[config.mk]
export PLATFORM = sky130hd
export DESIGN_NAME = apsp_ctrl
export DESIGN_NICKNAME = d
export VERILOG_FILES = /design/src/hw/rtl/apsp_pkg.sv /design/src/hw/rtl/apsp_ctrl.sv
export SDC_FILE = /design/constraint.sdc
export NUM_CORES = 1
export LEC_CHECK = 0
export BUFFER_PORTS_ARGS = -buffer_cell sky130_fd_sc_hd__clkbuf_2
export CAP_MARGIN = 20
export CORE_MARGIN = 2
export CORE_UTILIZATION = 45
export CTS_CLUSTER_DIAMETER = 50
export DETAILED_ROUTE_END_ITERATION = 7
export PLACE_DENSITY = 0.79
export RECOVER_POWER = 50
export SYNTH_ARGS = -nofsm -noshare
export SYNTH_HDL_FRONTEND = slang
export SYNTH_SLANG_ARGS = --single-unit
[constraint.sdc]
create_clock -name clk_i -period 2 [get_ports clk_i]
set_input_delay 0.3 -clock clk_i [delete_from_list [all_inputs] [get_ports clk_i]]
set_output_delay 0.3 -clock clk_i [all_outputs]
set_load 0.005 [all_outputs]
[src/hw/rtl/apsp_pkg.sv]
`timescale 1ns / 1ps
`default_nettype none
// ----------------------------------------------------------------------------
// apsp_pkg
// Shared widths, codes and the command/status bundles between the
// controller and the datapath of the all-pairs shortest path unit.
// ----------------------------------------------------------------------------
package apsp_pkg;

  localparam int unsigned NODE_W        = 5;
  localparam int unsigned NODE_LIM      = 32;
  localparam int unsigned CNT_W         = 6;
  localparam int unsigned DIST_W        = 24;
  localparam int unsigned WEIGHT_W      = 16;
  localparam int unsigned FUNC_W        = 2;
  localparam int unsigned STATUS_W      = 3;
  localparam int unsigned MAX_NODES_DEF = 32;

  localparam logic [DIST_W-1:0] UNREACH        = '1;
  localparam logic [CNT_W-1:0]  NODE_COUNT_RST = CNT_W'(NODE_LIM);
  localparam logic [CNT_W-1:0]  CHAIN_FULL     = CNT_W'(NODE_LIM);

  typedef enum logic [FUNC_W-1:0] {
    FUNC_EDGE  = 2'd0,
    FUNC_SOLVE = 2'd1,
    FUNC_QUERY = 2'd2
  } func_e;

  typedef enum logic [STATUS_W-1:0] {
    ST_ACK     = 3'd0,
    ST_PATH    = 3'd1,
    ST_SAME    = 3'd2,
    ST_RANGE   = 3'd3,
    ST_UNREACH = 3'd4
  } status_e;

  typedef enum logic [1:0] {
    RD_AB,
    RD_LOHI,
    RD_IK,
    RD_KJ
  } rd_sel_e;

  typedef enum logic [4:0] {
    S_CLEAR,
    S_IDLE,
    S_DISPATCH,
    S_EDGE_RD,
    S_EDGE_CMP,
    S_EDGE_WR2,
    S_INIT,
    S_INIT_TAIL,
    S_ROW,
    S_ROW_WAIT,
    S_RELAX,
    S_RELAX_TAIL,
    S_Q_RD,
    S_Q_CHK,
    S_WALK,
    S_WALK_WT,
    S_EMIT_FIRST,
    S_EMIT_CHAIN
  } state_e;

  typedef struct packed {
    logic    clr_step;
    logic    latch;
    rd_sel_e rd_sel;
    logic    edge_wr_ab;
    logic    edge_wr_ba;
    logic    cnt_clear;
    logic    adv_ij;
    logic    adv_j;
    logic    row_next;
    logic    ini_step;
    logic    dik_load;
    logic    rlx_step;
    logic    q_load;
    logic    walk_step;
    logic    walk_load;
    logic    emit;
    status_e emit_code;
    logic    emit_first;
    logic    emit_chain;
  } cmd_t;

  typedef struct packed {
    logic              clr_done;
    logic [FUNC_W-1:0] func;
    logic              range_bad;
    logic              same_node;
    logic              n_zero;
    logic              i_last;
    logic              j_last;
    logic              k_last;
    logic              d_unreach;
    logic              walk_more;
    logic              cur_bad;
    logic              walk_ok;
    logic              chain_last;
  } stat_t;

endpackage
`default_nettype wire

[src/hw/rtl/apsp_ctrl.sv]
`timescale 1ns / 1ps
`default_nettype none
// ----------------------------------------------------------------------------
// apsp_ctrl
// Sequencer for the shortest path unit: clearing pass, edge update,
// Floyd-Warshall sweep and predecessor walk. Holds the solved flag.
// ----------------------------------------------------------------------------
module apsp_ctrl (
  input  wire logic           clk_i,
  input  wire logic           rst_ni,
  input  wire logic           start_i,
  input  wire logic           cfg_wr_i,
  input  wire apsp_pkg::stat_t stat_i,
  output apsp_pkg::cmd_t      cmd_o,
  output logic                busy_o
);

  apsp_pkg::state_e state_q, state_d;
  logic             solved_q, solved_d;

  always_ff @(posedge clk_i or negedge rst_ni) begin
    if (!rst_ni) begin
      state_q  <= apsp_pkg::S_CLEAR;
      solved_q <= 1'b0;
    end else begin
      state_q  <= state_d;
      solved_q <= solved_d;
    end
  end

  always_comb begin
    state_d      = state_q;
    solved_d     = solved_q;
    cmd_o        = '0;
    cmd_o.rd_sel = apsp_pkg::RD_AB;

    case (state_q)
      apsp_pkg::S_CLEAR: begin
        cmd_o.clr_step = 1'b1;
        if (stat_i.clr_done) begin
          state_d = apsp_pkg::S_IDLE;
        end
      end
      apsp_pkg::S_IDLE: begin
        if (start_i) begin
          cmd_o.latch = 1'b1;
          state_d     = apsp_pkg::S_DISPATCH;
        end
      end
      apsp_pkg::S_DISPATCH: begin
        case (stat_i.func)
          apsp_pkg::FUNC_EDGE: begin
            if (stat_i.range_bad) begin
              cmd_o.emit      = 1'b1;
              cmd_o.emit_code = apsp_pkg::ST_RANGE;
              state_d         = apsp_pkg::S_IDLE;
            end else begin
              state_d = apsp_pkg::S_EDGE_RD;
            end
          end
          apsp_pkg::FUNC_SOLVE: begin
            if (stat_i.n_zero) begin
              cmd_o.emit      = 1'b1;
              cmd_o.emit_code = apsp_pkg::ST_ACK;
              solved_d        = 1'b1;
              state_d         = apsp_pkg::S_IDLE;
            end else begin
              cmd_o.cnt_clear = 1'b1;
              state_d         = apsp_pkg::S_INIT;
            end
          end
          apsp_pkg::FUNC_QUERY: begin
            if (stat_i.range_bad) begin
              cmd_o.emit      = 1'b1;
              cmd_o.emit_code = apsp_pkg::ST_RANGE;
              state_d         = apsp_pkg::S_IDLE;
            end else if (stat_i.same_node) begin
              cmd_o.emit      = 1'b1;
              cmd_o.emit_code = apsp_pkg::ST_SAME;
              state_d         = apsp_pkg::S_IDLE;
            end else if (!solved_q) begin
              cmd_o.emit      = 1'b1;
              cmd_o.emit_code = apsp_pkg::ST_UNREACH;
              state_d         = apsp_pkg::S_IDLE;
            end else begin
              state_d = apsp_pkg::S_Q_RD;
            end
          end
          default: begin
            state_d = apsp_pkg::S_IDLE;
          end
        endcase
      end
      apsp_pkg::S_EDGE_RD: begin
        state_d = apsp_pkg::S_EDGE_CMP;
      end
      apsp_pkg::S_EDGE_CMP: begin
        cmd_o.edge_wr_ab = 1'b1;
        state_d          = apsp_pkg::S_EDGE_WR2;
      end
      apsp_pkg::S_EDGE_WR2: begin
        cmd_o.edge_wr_ba = 1'b1;
        cmd_o.emit       = 1'b1;
        cmd_o.emit_code  = apsp_pkg::ST_ACK;
        solved_d         = 1'b0;
        state_d          = apsp_pkg::S_IDLE;
      end
      apsp_pkg::S_INIT: begin
        cmd_o.ini_step = 1'b1;
        cmd_o.adv_ij   = 1'b1;
        if (stat_i.i_last && stat_i.j_last) begin
          state_d = apsp_pkg::S_INIT_TAIL;
        end
      end
      apsp_pkg::S_INIT_TAIL: begin
        cmd_o.cnt_clear = 1'b1;
        state_d         = apsp_pkg::S_ROW;
      end
      apsp_pkg::S_ROW: begin
        cmd_o.rd_sel = apsp_pkg::RD_IK;
        state_d      = apsp_pkg::S_ROW_WAIT;
      end
      apsp_pkg::S_ROW_WAIT: begin
        cmd_o.dik_load = 1'b1;
        state_d        = apsp_pkg::S_RELAX;
      end
      apsp_pkg::S_RELAX: begin
        cmd_o.rd_sel   = apsp_pkg::RD_KJ;
        cmd_o.rlx_step = 1'b1;
        cmd_o.adv_j    = 1'b1;
        if (stat_i.j_last) begin
          state_d = apsp_pkg::S_RELAX_TAIL;
        end
      end
      apsp_pkg::S_RELAX_TAIL: begin
        // The last write of the row lands here, before the next row is read.
        if (stat_i.i_last && stat_i.k_last) begin
          cmd_o.emit      = 1'b1;
          cmd_o.emit_code = apsp_pkg::ST_ACK;
          solved_d        = 1'b1;
          state_d         = apsp_pkg::S_IDLE;
        end else begin
          cmd_o.row_next = 1'b1;
          state_d        = apsp_pkg::S_ROW;
        end
      end
      apsp_pkg::S_Q_RD: begin
        cmd_o.rd_sel = apsp_pkg::RD_LOHI;
        state_d      = apsp_pkg::S_Q_CHK;
      end
      apsp_pkg::S_Q_CHK: begin
        cmd_o.rd_sel = apsp_pkg::RD_LOHI;
        if (stat_i.d_unreach) begin
          cmd_o.emit      = 1'b1;
          cmd_o.emit_code = apsp_pkg::ST_UNREACH;
          state_d         = apsp_pkg::S_IDLE;
        end else begin
          cmd_o.q_load = 1'b1;
          state_d      = apsp_pkg::S_WALK;
        end
      end
      apsp_pkg::S_WALK: begin
        if (stat_i.cur_bad) begin
          cmd_o.emit      = 1'b1;
          cmd_o.emit_code = apsp_pkg::ST_UNREACH;
          state_d         = apsp_pkg::S_IDLE;
        end else if (stat_i.walk_more) begin
          cmd_o.walk_step = 1'b1;
          state_d         = apsp_pkg::S_WALK_WT;
        end else if (stat_i.walk_ok) begin
          state_d = apsp_pkg::S_EMIT_FIRST;
        end else begin
          cmd_o.emit      = 1'b1;
          cmd_o.emit_code = apsp_pkg::ST_UNREACH;
          state_d         = apsp_pkg::S_IDLE;
        end
      end
      apsp_pkg::S_WALK_WT: begin
        cmd_o.walk_load = 1'b1;
        state_d         = apsp_pkg::S_WALK;
      end
      apsp_pkg::S_EMIT_FIRST: begin
        cmd_o.emit_first = 1'b1;
        state_d          = apsp_pkg::S_EMIT_CHAIN;
      end
      apsp_pkg::S_EMIT_CHAIN: begin
        cmd_o.emit_chain = 1'b1;
        if (stat_i.chain_last) begin
          state_d = apsp_pkg::S_IDLE;
        end
      end
      default: begin
        state_d = apsp_pkg::S_IDLE;
      end
    endcase

    // A node count write invalidates any earlier solution.
    if (cfg_wr_i) begin
      solved_d = 1'b0;
    end
  end

  assign busy_o = (state_q != apsp_pkg::S_IDLE);

endmodule
`default_nettype wire

==> results of run 1 <==
## how the worst max path moves through the flow
stage                     startpoint         end  slack (ps)  cells past startpoint
after detailed placement  state_q[1]  state_q[0]         200                      6
after global routing      state_q[2]    cmd_o[5]         -50                      4
final                     state_q[2]    cmd_o[5]         -40                      4
after floorplan           state_q[4]    cmd_o[5]         400                      3
after CTS                 state_q[4]    cmd_o[5]           8                      4
after global placement    state_q[4]    cmd_o[5]         300                      4
## cells by family (layout without fill, tap and decap cells)
family,count (synthesis),in the layout,synth area share (%)
muxes,2,2,2.648
buffers and inverters,12,57,7.164
AOI/OAI and AO/OA,32,32,25.86
DFF,6,6,18.69
and+or+nand+nor,65,65,45.64
## sequential cells by signal, indices dropped and copies added, names as in the netlist
signal / count
solved_q: 1
state_q: 5
## cell type report
| type | instances | area (um2) |
|---|---|---|
| flip-flops and latches | 6 | 155.1 |
| inverters | 1 | 3.754 |
| multi-input cells | 99 | 623.1 |
| repair buffers | 53 | 299.0 |
| clock buffers | 3 | 22.52 |
| well taps | 25 | 31.28 |
| fillers | 148 | 573.1 |
## Yosys cell counts, types with 2 or more instances
cell and number:
a211oi_1 2, a21oi_1 9, a221o_1 2, and3_1 2, buf_2 4, buf_4 2, clkbuf_1 5, dfrtp_1 6
nand2_1 14, nand2b_1 7, nand3_1 2, nand3b_1 2, nor2_1 11, nor2b_1 3, nor3_1 7, nor3_2 2
nor3b_1 7, o21ai_0 8
## power breakdown
part | switching (mW) | internal [mW]
registers | 0.0803 | 0.164
clock network | 0.0541 | 0.0686
logic | 0.452 | 0.387
## stage by stage
step / TNS (ps) / utilization, %
after global placement: 0 / 61.39
after CTS: 0 / 64.25
after floorplan: 0 / -
final: -36.83 / 66.45
after global routing: -85.57 / 66.45
after detailed placement: 0 / 61.39
## metal layers
| layer | vias up | wire length [um] | global-route usage [%] |
|---|---|---|---|
| met1 | 498 | 1111 | 34.27 |
| met3 | 6 | 213 | 4.314 |
| met4 | 0 | 45 | 5.714 |
| met5 | - | 0 | 0 |
| met2 | 54 | 1345 | 41.11 |
| li1 | 514 | - | - |
## critical path, stage by stage, from the launching register on
cell and delay, ps:
dfrtp_2 450, or3b_4 420, or3_4 410, nand4b_1 100
buf_2 120
## what timing repair did
action / CTS / global route
hold buffers: 1 / 0
hold endpoints to repair: 6 / 0
resized for setup: 1 / 12
pin swaps: 0 / 2
buffers inserted: 2 / 1
endpoints found under the setup margin: 1 / 3
==> impl_metrics.env, run 1 <==
export IMPL_overflow=0
export IMPL_min_period_ps=2037
export IMPL_violations="setup timing"
export IMPL_path_clk_slew_ps=50
export IMPL_finalHoldViolCount=0
export IMPL_final_cell_mix="clkbuf_2, nand2_1, buf_4, nor2_1"
export IMPL_rrSetupSlack_ps=140
export IMPL_drv_slew=0
export IMPL_synth_top_cell_by_area="dfrtp_1"
export IMPL_place_inst=180
export IMPL_crit_arrival_ps=1740
export IMPL_fin_crit_sh_pct=101.8
export IMPL_min_to="solved_q"
export IMPL_cap_violations=0
export IMPL_antenna_found_initial=0
export IMPL_startpoint_type="flop"
export IMPL_dpl_cell_area_um2=1049
export IMPL_drt_initial_drc_count=39
export IMPL_antenna_cells=0
export IMPL_cts_max_level=1
export IMPL_outcome="finished, violations left"
export IMPL_synth_edf_count=0
export IMPL_pin_count=41
export IMPL_power_density_nw_per_um2=1062
export IMPL_ff2ff_path_depth=6
export IMPL_area_growth_pct=41.28
export IMPL_setup_slack_ps=-36.83
export IMPL_via_count=1072
export IMPL_grt_max_degree=19
export IMPL_synth_area_um2=803.3
export IMPL_timing_rr_end="state_q[0]"
export IMPL_cts_sinks=6
export IMPL_irDropWorstVdd_uv=731.9
export IMPL_vias_per_cell=5.733
export IMPL_start_util_pct=47.03
export IMPL_synth_seq_area_share_pct=18.69
export IMPL_syn_mean_instance_area_um2=6.866
export IMPL_grt_total_usage_pct=25.18
export IMPL_hpwl_um=2010
export IMPL_cp_end_kind="output pin"
export IMPL_min_path_type="in2reg"
export IMPL_critical_path_class="reg2out"
export IMPL_place_congestion=0.9049
export IMPL_worst_skew_pair_late_latency_ps=250
export IMPL_synth_top_area_share_pct=18.69
export IMPL_numCtsBuffers=3
export IMPL_async_reset_ff_share_pct=100.0
export IMPL_hold_ws_ps=199.0
export IMPL_clockBufferDepth=2
export IMPL_place_ws_ps=204.9
export IMPL_timing_rr_start="state_q[3]"
export IMPL_fin_total_pwr_mw=1.205
export IMPL_grt_pass1_vias=904
export IMPL_synthTopCellsByArea="dfrtp_1, nand2_1, nor3b_1"
export IMPL_yosysUniqueCellTypes=40
export IMPL_max_slew_margin_rel_pct=61.83
export IMPL_die_w_um=46.25
export IMPL_rows=15
export IMPL_ys_flop_type="dfrtp_1"
export IMPL_drtPass1Iterations=4
export IMPL_hold_depth=2
export IMPL_syn_num_nets=135
export IMPL_rsz0062_at_grt="true"
export IMPL_drc_errors=0
export IMPL_finalWirelength_um=2716
export IMPL_wl_per_cell_um=14.52
export IMPL_ys_seq_elements=6
export IMPL_nets=182
export IMPL_tightest_slew_ps=558.1
export IMPL_grt_pass1_wl_um=3891
export IMPL_fin_worst_skew_ps=5.274
export IMPL_io_buffers=40
export IMPL_final_cells=187
export IMPL_fp_dieH_um=46.25
export IMPL_hold_path_startpoint="cfg_wr_i"
export IMPL_synthCells=117
export IMPL_cts_tree="built"
export IMPL_fmax_ghz=0.4910
export IMPL_ys_warn_count=0
export IMPL_die_area_um2=2139
export IMPL_setup_violations=1
export IMPL_final_common_cell="clkbuf_2"
export IMPL_leakagePower_nw=0.5147
export IMPL_crit_required_ps=1700
export IMPL_postRouteAntennaNets=0
export IMPL_coreArea_um2=1708
export IMPL_drive_gt1_share_pct=43.83
export IMPL_cp_max_fo=4
export IMPL_final_cell_area_um2=1135
export IMPL_root_buffer="clkbuf_4"
Power figures use the tool's default switching activity.
==> inputs of run 2 (changes only) <==
- CORE_UTILIZATION: 45 -> 47
- CTS_BUF_LIST: not set -> sky130_fd_sc_hd__clkbuf_4
- PLACE_DENSITY: 0.79 -> 0.82
==> impl_metrics.env, run 2 (synthesis results as in run 1) <==
export IMPL_final_common_cell="clkbuf_2"
export IMPL_cts_tree="built"
export IMPL_post_route_util_pct=69.98
export IMPL_hold_depth=2
export IMPL_wl_per_cell_um=14.63
export IMPL_grt_total_usage_pct=26.50
export IMPL_fin_crit_sh_pct=99.21
export IMPL_antenna_cells=0
export IMPL_rows=14
export IMPL_root_buffer="clkbuf_4"
export IMPL_fp_dieH_um=45.34
export IMPL_via_count=1057
export IMPL_rsz0062_at_grt="true"
export IMPL_finalHoldViolCount=0
export IMPL_drive_gt1_share_pct=40.51
export IMPL_tightest_slew_ps=454.7
export IMPL_drtPass1Iterations=4
export IMPL_path_clk_slew_ps=40
export IMPL_io_buffers=40
export IMPL_drc_errors=0
export IMPL_setup_violations=0
export IMPL_drv_slew=0
export IMPL_cp_max_fo=3
export IMPL_grt_pass1_vias=868
export IMPL_dpl_cell_area_um2=1022
export IMPL_hold_ws_ps=198.3
export IMPL_nets=178
export IMPL_antenna_found_initial=0
export IMPL_leakagePower_nw=0.4969
export IMPL_area_growth_pct=35.83
export IMPL_drt_initial_drc_count=36
export IMPL_tns_ps=0
export IMPL_clockBufferDepth=2
export IMPL_coreArea_um2=1559
export IMPL_vias_per_cell=6.075
export IMPL_irDropWorstVdd_uv=610.1
export IMPL_cts_sinks=6
export IMPL_fill_cells=134
export IMPL_min_path_type="in2reg"
export IMPL_place_congestion=0.8429
export IMPL_postRouteAntennaNets=0
export IMPL_critical_path_class="reg2out"
export IMPL_cp_end_kind="output pin"
export IMPL_power_density_nw_per_um2=1067
export IMPL_die_area_um2=2056
export IMPL_fmax_ghz=0.5040
export IMPL_ff2ff_path_depth=6
export IMPL_crit_arrival_ps=1680
export IMPL_startpoint_type="flop"
export IMPL_largest_reg_flops=5
export IMPL_cap_violations=0
export IMPL_pin_count=41
export IMPL_fin_worst_skew_ps=5.100
export IMPL_grt_pass1_wl_um=3953
export IMPL_top_regs="state_q (5), solved_q (1)"
export IMPL_cts_max_level=1
export IMPL_final_cell_mix="clkbuf_2, nand2_1, nor2_1"
export IMPL_worst_skew_pair_late_latency_ps=260
export IMPL_top_register="state_q"
export IMPL_finalWirelength_um=2545
export IMPL_outcome="complete, no violations"
export IMPL_min_period_ps=1984
export IMPL_final_cell_area_um2=1091
export IMPL_hpwl_um=1925
export IMPL_numCtsBuffers=3
export IMPL_die_w_um=45.34
export IMPL_max_slew_margin_rel_pct=68.90
export IMPL_overflow=0
export IMPL_crit_required_ps=1700
export IMPL_start_util_pct=51.52
export IMPL_grt_max_degree=21
[run 2: cell count changes in the layout (fill, tap and decap cells not counted)]
cell,delta
buf_4,-4
buf_2,-2
clkbuf_2,+2
dfrtp_1,+2
dfrtp_2,-2
nand2_1,+1
nand2_2,-1
nor2_1,+1
nor2_2,-1
nor3b_1,-1
nor3b_2,+1
[run 2: per-layer routing]
| metal | global-route usage (%) | wire length, um | part of all wire, % | vias to the layer above |
|---|---|---|---|---|
| li1 | - | - | - | 510 |
| met1 | 36.47 | 1068 | 42 | 489 |
| met2 | 41.43 | 1227 | 48 | 54 |
| met3 | 4.800 | 214 | 8.4 | 4 |
| met4 | 8.824 | 34 | 1.3 | 0 |
| met5 | 0 | 0 | 0 | - |
[run 2: path summary, 6_finish.rpt]
kind / from / to / slack (ps)
worst max register to register: state_q[3] / state_q[0] / 280
worst min register to register: solved_q / solved_q / 610
max in group asynchronous: rst_ni / state_q[0] / 1310
min in group asynchronous: rst_ni / state_q[4] / 430
worst min-delay path: cfg_wr_i / solved_q / 200
worst max-delay path: state_q[2] / cmd_o[5] / 20
[run 2: critical path, cell delays in order, from the launching register on]
cell and delay [ps]:
dfrtp_1 380, or3b_4 410, or3_4 400, nand4b_1 110, clkbuf_2 120
[run 2: where the power goes]
group / total [mW] / internal (mW) / switching [mW]
logic: 0.806 / 0.371 / 0.435
clock network: 0.121 / 0.0684 / 0.0525
registers: 0.237 / 0.162 / 0.0748
total: 1.16 / 0.601 / 0.563
[run 2: through the flow]
stage          total power [mW]  cells  worst slack, ps
6_report                  1.164    174            15.77
2_1_floorplan            0.7229    117            400.3
3_5_place_dp             0.9840    169            232.6
4_1_cts                   1.120    173           -6.866
5_1_grt                   1.260    174           -63.67
3_3_place_gp             0.9623    169            279.1
[run 2: cell type report]
cell class	instances	area, um2	area share, %
sequential	6	152.6	13.99
clock buffer	3	22.52	2.064
inverter	1	3.754	0.3440
tap	16	20.02	1.835
timing repair buffer	49	269.0	24.66
multi-input combinational	99	623.1	57.11
[run 2: repair_timing]
item | in CTS | in global routing
endpoints found under the setup margin | 2 | 3
pin swaps | 0 | 1
hold buffers | 1 | 0
endpoints found under the hold margin | 6 | 0
gates resized for setup | 3 | 5
setup buffers | 0 | 1
==> inputs of run 3 (changes only) <==
--- a/constraint.sdc
+++ b/constraint.sdc
@@ -3,2 +3,2 @@
 set_output_delay 0.3 -clock clk_i [all_outputs]
-set_load 0.005 [all_outputs]
+set_load 0.02 [all_outputs]
==> impl_metrics.env, run 3 (synthesis results as in run 1) <==
export IMPL_outcome="complete, no violations"
export IMPL_postRouteAntennaNets=0
export IMPL_die_w_um=45.34
export IMPL_pin_count=41
export IMPL_fill_cells=122
export IMPL_grt_max_degree=21
export IMPL_nets=184
export IMPL_tightest_slew_ps=433.9
export IMPL_path_clk_slew_ps=50
export IMPL_cts_tree="built"
export IMPL_final_cell_area_um2=1146
export IMPL_rsz0062_at_grt="true"
export IMPL_top_register="state_q"
export IMPL_crit_required_ps=1700
export IMPL_max_slew_margin_rel_pct=70.32
export IMPL_critPathMaxStageDelay_ps=420
export IMPL_antenna_found_initial=0
export IMPL_critPathTopFamily="simple AND/OR/NAND/NOR gates"
export IMPL_cp_max_fo=2
export IMPL_grt_pass1_wl_um=4284
export IMPL_drive_gt1_share_pct=42.07
export IMPL_place_congestion=0.8847
export IMPL_final_common_cell="clkbuf_2"
export IMPL_cpMaxStageDelayCell="or3b_4"
export IMPL_start_util_pct=51.52
export IMPL_cp_end_kind="output pin"
export IMPL_cp_cell_sequence="or3b_4 -> or3_4 -> nand4b_1 -> clkbuf_8"
export IMPL_clockBufferDepth=2
export IMPL_place_inst=172
export IMPL_power_density_nw_per_um2=1204
export IMPL_vias_per_cell=6.283
export IMPL_hpwl_um=2004
export IMPL_cap_violations=0
export IMPL_cts_max_level=1
export IMPL_wl_per_cell_um=15.91
export IMPL_fmax_ghz=0.5017
export IMPL_die_area_um2=2056
export IMPL_area_growth_pct=42.68
export IMPL_leakagePower_nw=0.5261
export IMPL_cts_sinks=6
export IMPL_fin_worst_skew_ps=6.029
export IMPL_drv_slew=0
export IMPL_drc_errors=0
export IMPL_irDropWorstVdd_uv=649.1
export IMPL_antenna_cells=0
export IMPL_crit_buf_inv=1
export IMPL_top_regs="state_q (5), solved_q (1)"
export IMPL_critical_path_class="reg2out"
export IMPL_overflow=0
export IMPL_root_buffer="clkbuf_4"
export IMPL_grt_pass1_vias=992
export IMPL_coreArea_um2=1559
export IMPL_final_cells=180
export IMPL_drtPass1Iterations=6
export IMPL_final_cell_mix="clkbuf_2, nand2_1, nor2_1, buf_4"
export IMPL_fp_dieH_um=45.34
export IMPL_finalHoldViolCount=0
export IMPL_worst_skew_pair_late_latency_ps=250
export IMPL_io_buffers=40
export IMPL_crit_arrival_ps=1690
export IMPL_rows=14
export IMPL_fin_crit_sh_pct=99.66
export IMPL_setup_violations=0
export IMPL_via_count=1131
export IMPL_dpl_cell_area_um2=1045
export IMPL_min_period_ps=1993
export IMPL_largest_reg_flops=5
export IMPL_min_path_type="in2reg"
export IMPL_finalWirelength_um=2863
export IMPL_startpoint_type="flop"
export IMPL_grt_total_usage_pct=28.41
export IMPL_drt_initial_drc_count=52
export IMPL_tns_ps=0
export IMPL_numCtsBuffers=3
[run 3: cell count changes in the layout (fill, tap and decap cells not counted), moves of 2 or more]
cell      change
clkbuf_2      -3
buf_6         +3
buf_2         +2
buf_4         +3
[run 3: power by group]
part           total, mW  switching [mW]  leakage [nW]  internal (mW)
clock              0.115          0.0473        0.0138         0.0681
combinational       1.03           0.581         0.437          0.445
sequential         0.239          0.0766        0.0757          0.162
[run 3: path summary, 6_finish.rpt]
| check | slack (ps) | cells after the start | end | start |
|---|---|---|---|---|
| setup / recovery | 7 | 4 | cmd_o[5] | state_q[4] |
| hold / removal | 200 | 2 | solved_q | cfg_wr_i |
| setup reg to reg | 230 | 6 | state_q[0] | state_q[4] |
| hold reg to reg | 600 | 2 | solved_q | solved_q |
| max in group asynchronous | 1250 | 2 | state_q[1] | rst_ni |
| min in group asynchronous | 470 | 2 | solved_q | rst_ni |
[run 3: final cells by class]
type / instances / area, um2 / share of cell area, %
well taps: 16 / 20.02 / 1.747
inverters: 1 / 3.754 / 0.3275
flip-flops and latches: 6 / 152.6 / 13.32
repair buffers: 55 / 334.1 / 29.15
clock buffers: 3 / 22.52 / 1.965
multi-input cells: 99 / 613.1 / 53.49
[run 3: repair_timing]
| item | in CTS | in global routing |
|---|---|---|
| setup buffers | 2 | 2 |
| resized for setup | 5 | 11 |
| endpoints found under the hold margin | 6 | 0 |
| hold buffers | 1 | 0 |
| setup endpoints to repair | 2 | 7 |
| pin swaps | 3 | 3 |
[run 3: through the flow]
stage / utilization (%) / hold slack, ps / power (mW) / setup slack (ps)
floorplan: - / 4.409 / 0.8212 / 14.60
global placement: 67.01 / 128.9 / 1.096 / 250.5
detailed placement: 67.01 / 131.0 / 1.124 / 210.7
CTS: 71.11 / 203.5 / 1.280 / 6.012
global route: 73.52 / 221.6 / 1.467 / -27.66
finish: 73.52 / 201.6 / 1.380 / 6.793
[run 3: per-layer routing]
layer | share of wire (%) | track usage, % | wire length [um]
met1 | 38 | 34.62 | 1094
met5 | 0 | 0 | 0
met3 | 9.3 | 6.000 | 266
met2 | 48 | 46.86 | 1379
met4 | 4.3 | 14.12 | 122
